<file path="src/hdl/bounded_integer_set_core_defines.svh">
// ----------------------------------------------------------------------------
// Bounded integer set: assertion macros
// Shared concurrent assertion helpers, clocked on clk_i, off while in reset.
// ----------------------------------------------------------------------------
`ifndef BOUNDED_INTEGER_SET_CORE_DEFINES_SVH
`define BOUNDED_INTEGER_SET_CORE_DEFINES_SVH

// same-cycle implication
`define BIS_ASSERT_IMP(lbl, ant, con, msg) \
  lbl: assert property (@(posedge clk_i) disable iff (!rst_ni) (ant) |-> (con)) \
    else $error(msg);

// next-cycle implication
`define BIS_ASSERT_NEXT(lbl, ant, con, msg) \
  lbl: assert property (@(posedge clk_i) disable iff (!rst_ni) (ant) |=> (con)) \
    else $error(msg);

`endif

</file>
<file path="src/hdl/bis_pkg.sv">
// ----------------------------------------------------------------------------
// Bounded integer set: package
// Field widths, operation codes and sequencer states.
// ----------------------------------------------------------------------------
`timescale 1ns / 1ps

package bis_pkg;

  localparam int unsigned OpW    = 2;
  localparam int unsigned ValueW = 32;
  localparam int unsigned CountW = 5;

  typedef enum logic [OpW-1:0] {
    OP_TEST   = 2'd0,
    OP_ADD    = 2'd1,
    OP_REMOVE = 2'd2
  } op_e;

  typedef enum logic [1:0] {
    ST_IDLE,
    ST_SCAN,
    ST_SHIFT,
    ST_RESP
  } state_e;

endpackage

</file>
<file path="src/hdl/bis_if.sv">
// ----------------------------------------------------------------------------
// Bounded integer set: channel interfaces
// Request channel (operation, value) and response channel (status, count).
// ----------------------------------------------------------------------------
`timescale 1ns / 1ps

interface bis_in_if;
  logic                                valid;
  logic                                ready;
  logic [bis_pkg::OpW-1:0]             operation;
  logic signed [bis_pkg::ValueW-1:0]   value;

  modport source (output valid, output operation, output value, input ready);
  modport sink   (input valid, input operation, input value, output ready);
endinterface

interface bis_out_if;
  logic                        valid;
  logic                        ready;
  logic                        was_present;
  logic [bis_pkg::CountW-1:0]  count;
  logic                        is_empty;
  logic                        rejected;

  modport source (output valid, output was_present, output count, output is_empty,
                  output rejected, input ready);
  modport sink   (input valid, input was_present, input count, input is_empty,
                  input rejected, output ready);
endinterface

</file>
<file path="src/hdl/bounded_integer_set_core.sv">
// ----------------------------------------------------------------------------
// Bounded integer set core
// Set of up to CAPACITY distinct 32-bit values kept in insertion order.
//
// Channels: req_i carries one transaction per operation (test, add, remove)
// with its value; rsp_o returns one transaction per request: was_present,
// count after the operation (mod 32), is_empty and rejected. Both use
// valid/ready; a transaction moves when both are high.
// Sequencing: one request is handled at a time. The sequencer scans the entry
// store one entry per cycle through its single read port and stops at the
// first hit; a miss answers once every entry below the count is read. A remove
// that hits goes on from the hit and moves the later entries down one place
// per cycle through the same port before it answers. The next request is
// accepted in the cycle after the response is loaded.
// Reset: the set is empty; the store is not cleared, only entries below the
// count are ever read.
// Stall: the finished response sits in an output register; a new request is
// accepted meanwhile, and the next response waits until that one is taken.
// ----------------------------------------------------------------------------
`timescale 1ns / 1ps
`include "bounded_integer_set_core_defines.svh"

module bounded_integer_set_core #(
  parameter int unsigned CAPACITY = 16
) (
  input  logic       clk_i,
  input  logic       rst_ni,
  bis_in_if.sink     req_i,
  bis_out_if.source  rsp_o
);

  localparam int unsigned CW = $clog2(CAPACITY + 1);
  localparam int unsigned AW = $clog2(CAPACITY);
  localparam logic [bis_pkg::CountW-1:0] FullCount = bis_pkg::CountW'(CAPACITY);

  bis_pkg::state_e            state_q, state_d;
  bis_pkg::op_e               op_q;
  logic [bis_pkg::ValueW-1:0] value_q;
  logic [CW-1:0]              occ_q, occ_d;
  logic [CW-1:0]              idx_q, idx_d;
  logic [CW-1:0]              pidx_q, pidx_d;
  logic                       pend_q, pend_d;
  logic                       present_q, present_d;
  logic                       rej_q, rej_d;

  logic                       out_vld_q, out_vld_d;
  logic                       out_load;
  logic                       out_present_q;
  logic [bis_pkg::CountW-1:0] out_count_q;
  logic                       out_empty_q;
  logic                       out_rej_q;

  logic                       accept;
  logic                       hit;
  logic                       scan_or_shift;
  logic                       mem_we;
  logic [AW-1:0]              mem_waddr;
  logic [bis_pkg::ValueW-1:0] mem_wdata;
  logic                       mem_re;
  logic [AW-1:0]              mem_raddr;
  logic [bis_pkg::ValueW-1:0] mem_rdata;

  bis_store #(
    .DEPTH (CAPACITY)
  ) u_store (
    .clk_i   (clk_i),
    .we_i    (mem_we),
    .waddr_i (mem_waddr),
    .wdata_i (mem_wdata),
    .re_i    (mem_re),
    .raddr_i (mem_raddr),
    .rdata_o (mem_rdata)
  );

  assign req_i.ready   = (state_q == bis_pkg::ST_IDLE);
  assign accept        = req_i.valid && req_i.ready;
  assign hit           = pend_q && (mem_rdata == value_q);
  assign scan_or_shift = (state_q == bis_pkg::ST_SCAN) || (state_q == bis_pkg::ST_SHIFT);

  always_comb begin
    state_d   = state_q;
    occ_d     = occ_q;
    idx_d     = idx_q;
    pidx_d    = pidx_q;
    pend_d    = 1'b0;
    present_d = present_q;
    rej_d     = rej_q;
    mem_we    = 1'b0;
    mem_waddr = occ_q[AW-1:0];
    mem_wdata = value_q;
    mem_re    = 1'b0;
    mem_raddr = idx_q[AW-1:0];
    out_load  = 1'b0;
    out_vld_d = out_vld_q && !rsp_o.ready;

    case (state_q)
      bis_pkg::ST_IDLE: begin
        if (accept) begin
          idx_d     = '0;
          present_d = 1'b0;
          rej_d     = 1'b0;
          state_d   = bis_pkg::ST_SCAN;
        end
      end
      bis_pkg::ST_SCAN: begin
        if (hit) begin
          present_d = 1'b1;
          if (op_q == bis_pkg::OP_REMOVE) begin
            idx_d   = pidx_q + CW'(1);
            state_d = bis_pkg::ST_SHIFT;
          end else begin
            state_d = bis_pkg::ST_RESP;
          end
        end else if (idx_q != occ_q) begin
          mem_re = 1'b1;
          idx_d  = idx_q + CW'(1);
          pidx_d = idx_q;
          pend_d = 1'b1;
        end else if (!pend_q) begin
          // value absent
          if (op_q == bis_pkg::OP_ADD) begin
            if (occ_q != CW'(CAPACITY)) begin
              mem_we = 1'b1;
              occ_d  = occ_q + CW'(1);
            end else begin
              rej_d = 1'b1;
            end
          end
          state_d = bis_pkg::ST_RESP;
        end
      end
      bis_pkg::ST_SHIFT: begin
        if (pend_q) begin
          mem_we    = 1'b1;
          mem_waddr = AW'(pidx_q - CW'(1));
          mem_wdata = mem_rdata;
        end
        if (idx_q != occ_q) begin
          mem_re = 1'b1;
          idx_d  = idx_q + CW'(1);
          pidx_d = idx_q;
          pend_d = 1'b1;
        end else if (!pend_q) begin
          occ_d   = occ_q - CW'(1);
          state_d = bis_pkg::ST_RESP;
        end
      end
      bis_pkg::ST_RESP: begin
        if (!out_vld_q || rsp_o.ready) begin
          out_load  = 1'b1;
          out_vld_d = 1'b1;
          state_d   = bis_pkg::ST_IDLE;
        end
      end
      default: begin
        state_d = bis_pkg::ST_IDLE;
      end
    endcase
  end

  always_ff @(posedge clk_i or negedge rst_ni) begin
    if (!rst_ni) begin
      state_q   <= bis_pkg::ST_IDLE;
      occ_q     <= '0;
      pend_q    <= 1'b0;
      out_vld_q <= 1'b0;
    end else begin
      state_q   <= state_d;
      occ_q     <= occ_d;
      pend_q    <= pend_d;
      out_vld_q <= out_vld_d;
    end
  end

  always_ff @(posedge clk_i) begin
    idx_q     <= idx_d;
    pidx_q    <= pidx_d;
    present_q <= present_d;
    rej_q     <= rej_d;
    if (accept) begin
      op_q    <= bis_pkg::op_e'(req_i.operation);
      value_q <= req_i.value;
    end
    if (out_load) begin
      out_present_q <= present_q;
      out_count_q   <= bis_pkg::CountW'(occ_q);
      out_empty_q   <= (occ_q == '0);
      out_rej_q     <= rej_q;
    end
  end

  assign rsp_o.valid       = out_vld_q;
  assign rsp_o.was_present = out_present_q;
  assign rsp_o.count       = out_count_q;
  assign rsp_o.is_empty    = out_empty_q;
  assign rsp_o.rejected    = out_rej_q;

  `BIS_ASSERT_IMP(a_occ_bound, 1'b1, occ_q <= CW'(CAPACITY), "occupancy above capacity")
  `BIS_ASSERT_NEXT(a_occ_idle_hold, req_i.ready, occ_q == $past(occ_q), "occupancy moved idle")
  `BIS_ASSERT_IMP(a_no_write_idle, !scan_or_shift, !mem_we, "store written outside scan or shift")
  `BIS_ASSERT_IMP(a_reject_full, out_vld_q && out_rej_q, out_count_q == FullCount, "reject not full")

endmodule

</file>
<file path="src/hdl/bis_store.sv">
// ----------------------------------------------------------------------------
// Bounded integer set: entry store
// One write port, one read port with registered read data.
// ----------------------------------------------------------------------------
`timescale 1ns / 1ps

module bis_store #(
  parameter int unsigned DEPTH = 16
) (
  input  logic                              clk_i,
  input  logic                              we_i,
  input  logic [$clog2(DEPTH)-1:0]          waddr_i,
  input  logic [bis_pkg::ValueW-1:0]        wdata_i,
  input  logic                              re_i,
  input  logic [$clog2(DEPTH)-1:0]          raddr_i,
  output logic [bis_pkg::ValueW-1:0]        rdata_o
);

  logic [bis_pkg::ValueW-1:0] mem_q [DEPTH];
  logic [bis_pkg::ValueW-1:0] rdata_q;

  always_ff @(posedge clk_i) begin
    if (we_i) begin
      mem_q[waddr_i] <= wdata_i;
    end
  end

  always_ff @(posedge clk_i) begin
    if (re_i) begin
      rdata_q <= mem_q[raddr_i];
    end
  end

  assign rdata_o = rdata_q;

endmodule
</file>
<file path="src/flat_wrapper.sv">
// flat-port wrapper written by rule: the top's interface ports become plain ports
module bounded_integer_set_core_flat 
#(
  parameter int unsigned CAPACITY = 16
)
  (clk_i, rst_ni, req_i_valid, req_i_operation, req_i_value, req_i_ready, rsp_o_valid, rsp_o_was_present, rsp_o_count, rsp_o_is_empty, rsp_o_rejected, rsp_o_ready);
  bis_in_if req_i_i ();
  bis_out_if rsp_o_i ();
  input  logic clk_i;
  input  logic rst_ni;
  input wire logic [$bits(req_i_i.valid)-1:0] req_i_valid;
  input wire logic [$bits(req_i_i.operation)-1:0] req_i_operation;
  input wire logic [$bits(req_i_i.value)-1:0] req_i_value;
  output wire logic [$bits(req_i_i.ready)-1:0] req_i_ready;
  output wire logic [$bits(rsp_o_i.valid)-1:0] rsp_o_valid;
  output wire logic [$bits(rsp_o_i.was_present)-1:0] rsp_o_was_present;
  output wire logic [$bits(rsp_o_i.count)-1:0] rsp_o_count;
  output wire logic [$bits(rsp_o_i.is_empty)-1:0] rsp_o_is_empty;
  output wire logic [$bits(rsp_o_i.rejected)-1:0] rsp_o_rejected;
  input wire logic [$bits(rsp_o_i.ready)-1:0] rsp_o_ready;
  assign req_i_i.valid = req_i_valid;
  assign req_i_i.operation = req_i_operation;
  assign req_i_i.value = req_i_value;
  assign req_i_ready = req_i_i.ready;
  assign rsp_o_valid = rsp_o_i.valid;
  assign rsp_o_was_present = rsp_o_i.was_present;
  assign rsp_o_count = rsp_o_i.count;
  assign rsp_o_is_empty = rsp_o_i.is_empty;
  assign rsp_o_rejected = rsp_o_i.rejected;
  assign rsp_o_i.ready = rsp_o_ready;
  bounded_integer_set_core #(.CAPACITY(CAPACITY)) u_core (.clk_i(clk_i), .rst_ni(rst_ni), .req_i(req_i_i), .rsp_o(rsp_o_i));
endmodule
</file>
<file path="config.mk">
export PLATFORM = sky130hd
export DESIGN_NAME = bounded_integer_set_core_flat
export DESIGN_NICKNAME = d
export VERILOG_FILES = /design/src/hdl/bis_pkg.sv /design/src/hdl/bis_if.sv /design/src/hdl/bounded_integer_set_core.sv /design/src/hdl/bis_store.sv /design/src/flat_wrapper.sv
export VERILOG_INCLUDE_DIRS = /design/src /design/src/hdl
export SDC_FILE = /design/constraint.sdc
export NUM_CORES = 1
export LEC_CHECK = 0
export BUFFER_PORTS_ARGS = -buffer_cell sky130_fd_sc_hd__buf_2
export CORE_UTILIZATION = 60
export CTS_CLUSTER_DIAMETER = 200
export DETAILED_ROUTE_END_ITERATION = 10
export PLACE_DENSITY = 0.88
export SYNTH_ARGS = -nofsm -noshare
export SYNTH_HDL_FRONTEND = slang
export SYNTH_HIERARCHICAL = 1
export SYNTH_SLANG_ARGS = --single-unit
</file>
<file path="constraint.sdc">
create_clock -name clk_i -period 5.9 [get_ports clk_i]
set_clock_uncertainty 0.05 [all_clocks]
set_input_delay 0.885 -clock clk_i [delete_from_list [all_inputs] [get_ports clk_i]]
set_output_delay 0.885 -clock clk_i [all_outputs]
set_load 0.01 [all_outputs]
</file>
==> summary.txt <==
Floorplan
  • Core Area: 38800 sq um
  • Chip width: 201 um
  • Total I/O pin count: 48
  • Initial core utilization: 0.611
  • Num rows: 72
  • Die Y: approximately 200 um
  • Die area: slightly above 40000 sq um

Synth
  • Avg Cell Area, Syn: 21.0 sq um
  • Synth Instances: 1132
  • Netlist cell types: around 50
  • Post-synth top flop: edfxtp_1
  • Cell with the most instances after synthesis: edfxtp_1
  • Post-synth top area cell: edfxtp_1
  • Post-synth ARST share: 0.0148
  • Synth area leaders: edfxtp_1, mux4_2, a22oi_1
  • Post-synth top area share: 0.757
  • Syn nets: 1181
  • Number of flops mapped to enable cells by yosys: 598
  • FF+latch count, synth: 607
  • Syn Std Cell Area: 23700 sq um
  • Leading cell types by count after synthesis: edfxtp_1, mux4_2, a22oi_1
  • Yosys warning count: 6
  • Sequential share of the synthesized area: 0.766

Clocking
  • Sink Count: 607
  • Clk root buf: clkbuf_16
  • Postcts setup bufs: 0
  • CTS max path bufs: 3
  • CTS hold repair buffers: 0
  • Htree depth: 2
  • CTS clk-pin slew, worst paths: 0.06 ns
  • TritonCTS clock tree: built
  • Worst skew pair latency: approximately 0.64 ns
  • Num CTS Buffers: 55
  • PostCTS Resize Cnt: 0

Route
  • Via count: 12100
  • Routed vias/inst: a little under 7
  • Drt wl/cell: a little over 30 um
  • 1st-iter DRT viols: about 1600
  • Antenna-violating nets left: 0
  • # DRC: 0
  • Drt first pass iters: 6
  • Drt total wl: roughly 55 mm

Setup path
  • Worst path cell trace: inv_1 > ha_1 > nand2_2 > o21ai_0 > nand2b_1 > nor2_4 > buf_4
  • Worst path required time: between 6 and 7 ns
  • Worst-path maximum fanout: 28
  • CP Capture Type: register
  • R2R depth: 7
  • Slowest stage cell, crit path: o21ai_0
  • Crit Path Class: reg -> reg
  • Largest stage delay, worst path: 1.00 ns
  • Critical path startpoint category: register
  • Critical Path AT: 4.99 ns
  • Worst reg-to-reg setup slack: about 1.2 ns
  • Reg2reg end: u_core/u_store/mem_q[9][10]$_DFFE_PP_
  • R2r startpoint: u_core/state_q[0]$_DFFE_PN0P_

Global route
  • Largest net degree at the start of global routing: about 130
  • Total track usage: 0.278
  • Global-route wire length before repair: between 80 and 90 mm
  • Grt total ovfl: 0
  • Initial antenna violation count: 0
  • Vias in the first global route: 12500

Status
  • Status: completed

Placed design
  • Placer Congestion: 0.859
  • Port bufs: 47
  • HPWL after detailed placement: between 20 and 30 mm
  • Placed Instances: 1666

Run
  • Max-cap check violation count: 0

Final layout
  • Finished Layout Cells: 1768
  • Layout area overhead: 11.8%
  • Nets: about 1300
  • Share of cells above drive strength 1: 0.268
  • Diodes inserted: 0

Power
  • PD cells: ~470 nW/um^2
  • Peak supply drop: 0.000480 V
  • Total power: around 13 mW
  • Leak: ~8.5 nW

STA
  • Setup tns final: 0 ns
  • Worst-margin pin slew: 1.31 ns
  • Min cycle time layout: between 4 and 5 ns
  • Tcrit/Tclk final: 0.801
  • Maximum operating frequency: about 210 MHz
  • Relative slew margins: 0.124
  • Final count of hold timing violations: 0
  • Final Max Tran Viols: 0
  • RSZ-0062 raised after global routing: false
  • Setup-failing EPs final: 0

Min path
  • HP Class: in -> async
[layout by cell type (no fill, tap or decap), types with 7 or more instances in the layout]
cell and instances:
o21ai_0 7, mux4_2 128, nand2_1 58, dfrtp_1 9, clkinv_1 11, mux2_2 31
xnor2_1 37, bufinv_16 8, clkbuf_16 55, nand3_1 9, clkinv_2 8, buf_2 47
xor2_1 9, edfxtp_1 598, nor2_4 14, a22oi_1 65, nor2_1 8, a21oi_1 11
inv_1 14, buf_4 16, ha_1 10, nand2b_1 12, clkbuf_1 13
[metrics by stage]
step           instance area [sq um]  hold WS, ns  setup WS (ns)  utilization
2_1_floorplan                  23700        0.350           1.03            -
3_3_place_gp                   24700        0.353           1.64        0.636
3_5_place_dp                   24700        0.359           1.41        0.636
4_1_cts                        26500       0.0487           1.29        0.684
5_1_grt                        26500       0.0760           1.03        0.684
6_report                       26500       0.0671           1.17        0.684
[worst max-delay path, delay by kind of cell (launching register included)]
kind | cells | cell delay (ns)
simple gates | 3 | 2.04
compound gates | 1 | 1.00
buf+inv | 2 | 0.47
flops | 1 | 0.43
fa+ha+maj | 1 | 0.43
[power by group]
part           internal, mW  switching, mW  leakage [nW]
Sequential             5.35          0.254          5.53
Clock                  2.08           1.57         0.887
Combinational          1.29           2.02          2.05
Total                  8.71           3.84          8.47
[registers in the layout (all words and copies together) (netlist names), 2 cells and up]
name	cells
u_core/value_q	32
u_core/state_q	2
u_core/occ_q	5
u_core/u_store/mem_q	512
u_core/pidx_q	5
u_core/u_store/rdata_o	32
u_core/op_q	2
u_core/idx_q	5
u_core/rsp_o.count	5
[cell type report]
type	count	area [sq um]
Timing Repair Buffer	65	395
Clock inverter	34	419
Clock buffer	68	1430
Fill cell	2193	12300
Multi-Input combinational cell	462	5420
Tap cell	518	648
Sequential cell	607	18200
Inverter	14	52.6
[kinds of logic after synthesis]
logic type      synth area share
fa+ha+maj                0.00611
mux                        0.138
simple gates              0.0294
flops                      0.766
xor+xnor                  0.0170
compound gates            0.0314
buf+inv                   0.0118
[per-layer routing]
metal | up-vias | GRT usage | wire length (um)
met3 | 179 | 0.0664 | 6000
met2 | 890 | 0.454 | 27300
met5 | - | 0 | 0
met4 | 0 | 0.126 | 2480
li1 | 4811 | - | -
met1 | 6265 | 0.359 | 19200
[how the worst max path moves through the flow]
stage                                  start                                    end  cells after the start
2_1_floorplan  u_core/state_q[0]$_DFFE_PN0P_   u_core/u_store/mem_q[0][0]$_DFFE_PP_                      8
3_3_place_gp   u_core/state_q[0]$_DFFE_PN0P_  u_core/u_store/mem_q[9][18]$_DFFE_PP_                      7
3_5_place_dp   u_core/state_q[0]$_DFFE_PN0P_  u_core/u_store/mem_q[11][3]$_DFFE_PP_                      7
4_1_cts        u_core/state_q[0]$_DFFE_PN0P_  u_core/u_store/mem_q[11][3]$_DFFE_PP_                      7
5_1_grt        u_core/state_q[0]$_DFFE_PN0P_   u_core/u_store/mem_q[9][7]$_DFFE_PP_                      7
6_report       u_core/state_q[0]$_DFFE_PN0P_  u_core/u_store/mem_q[9][10]$_DFFE_PP_                      7
Power figures use the tool's default switching activity.
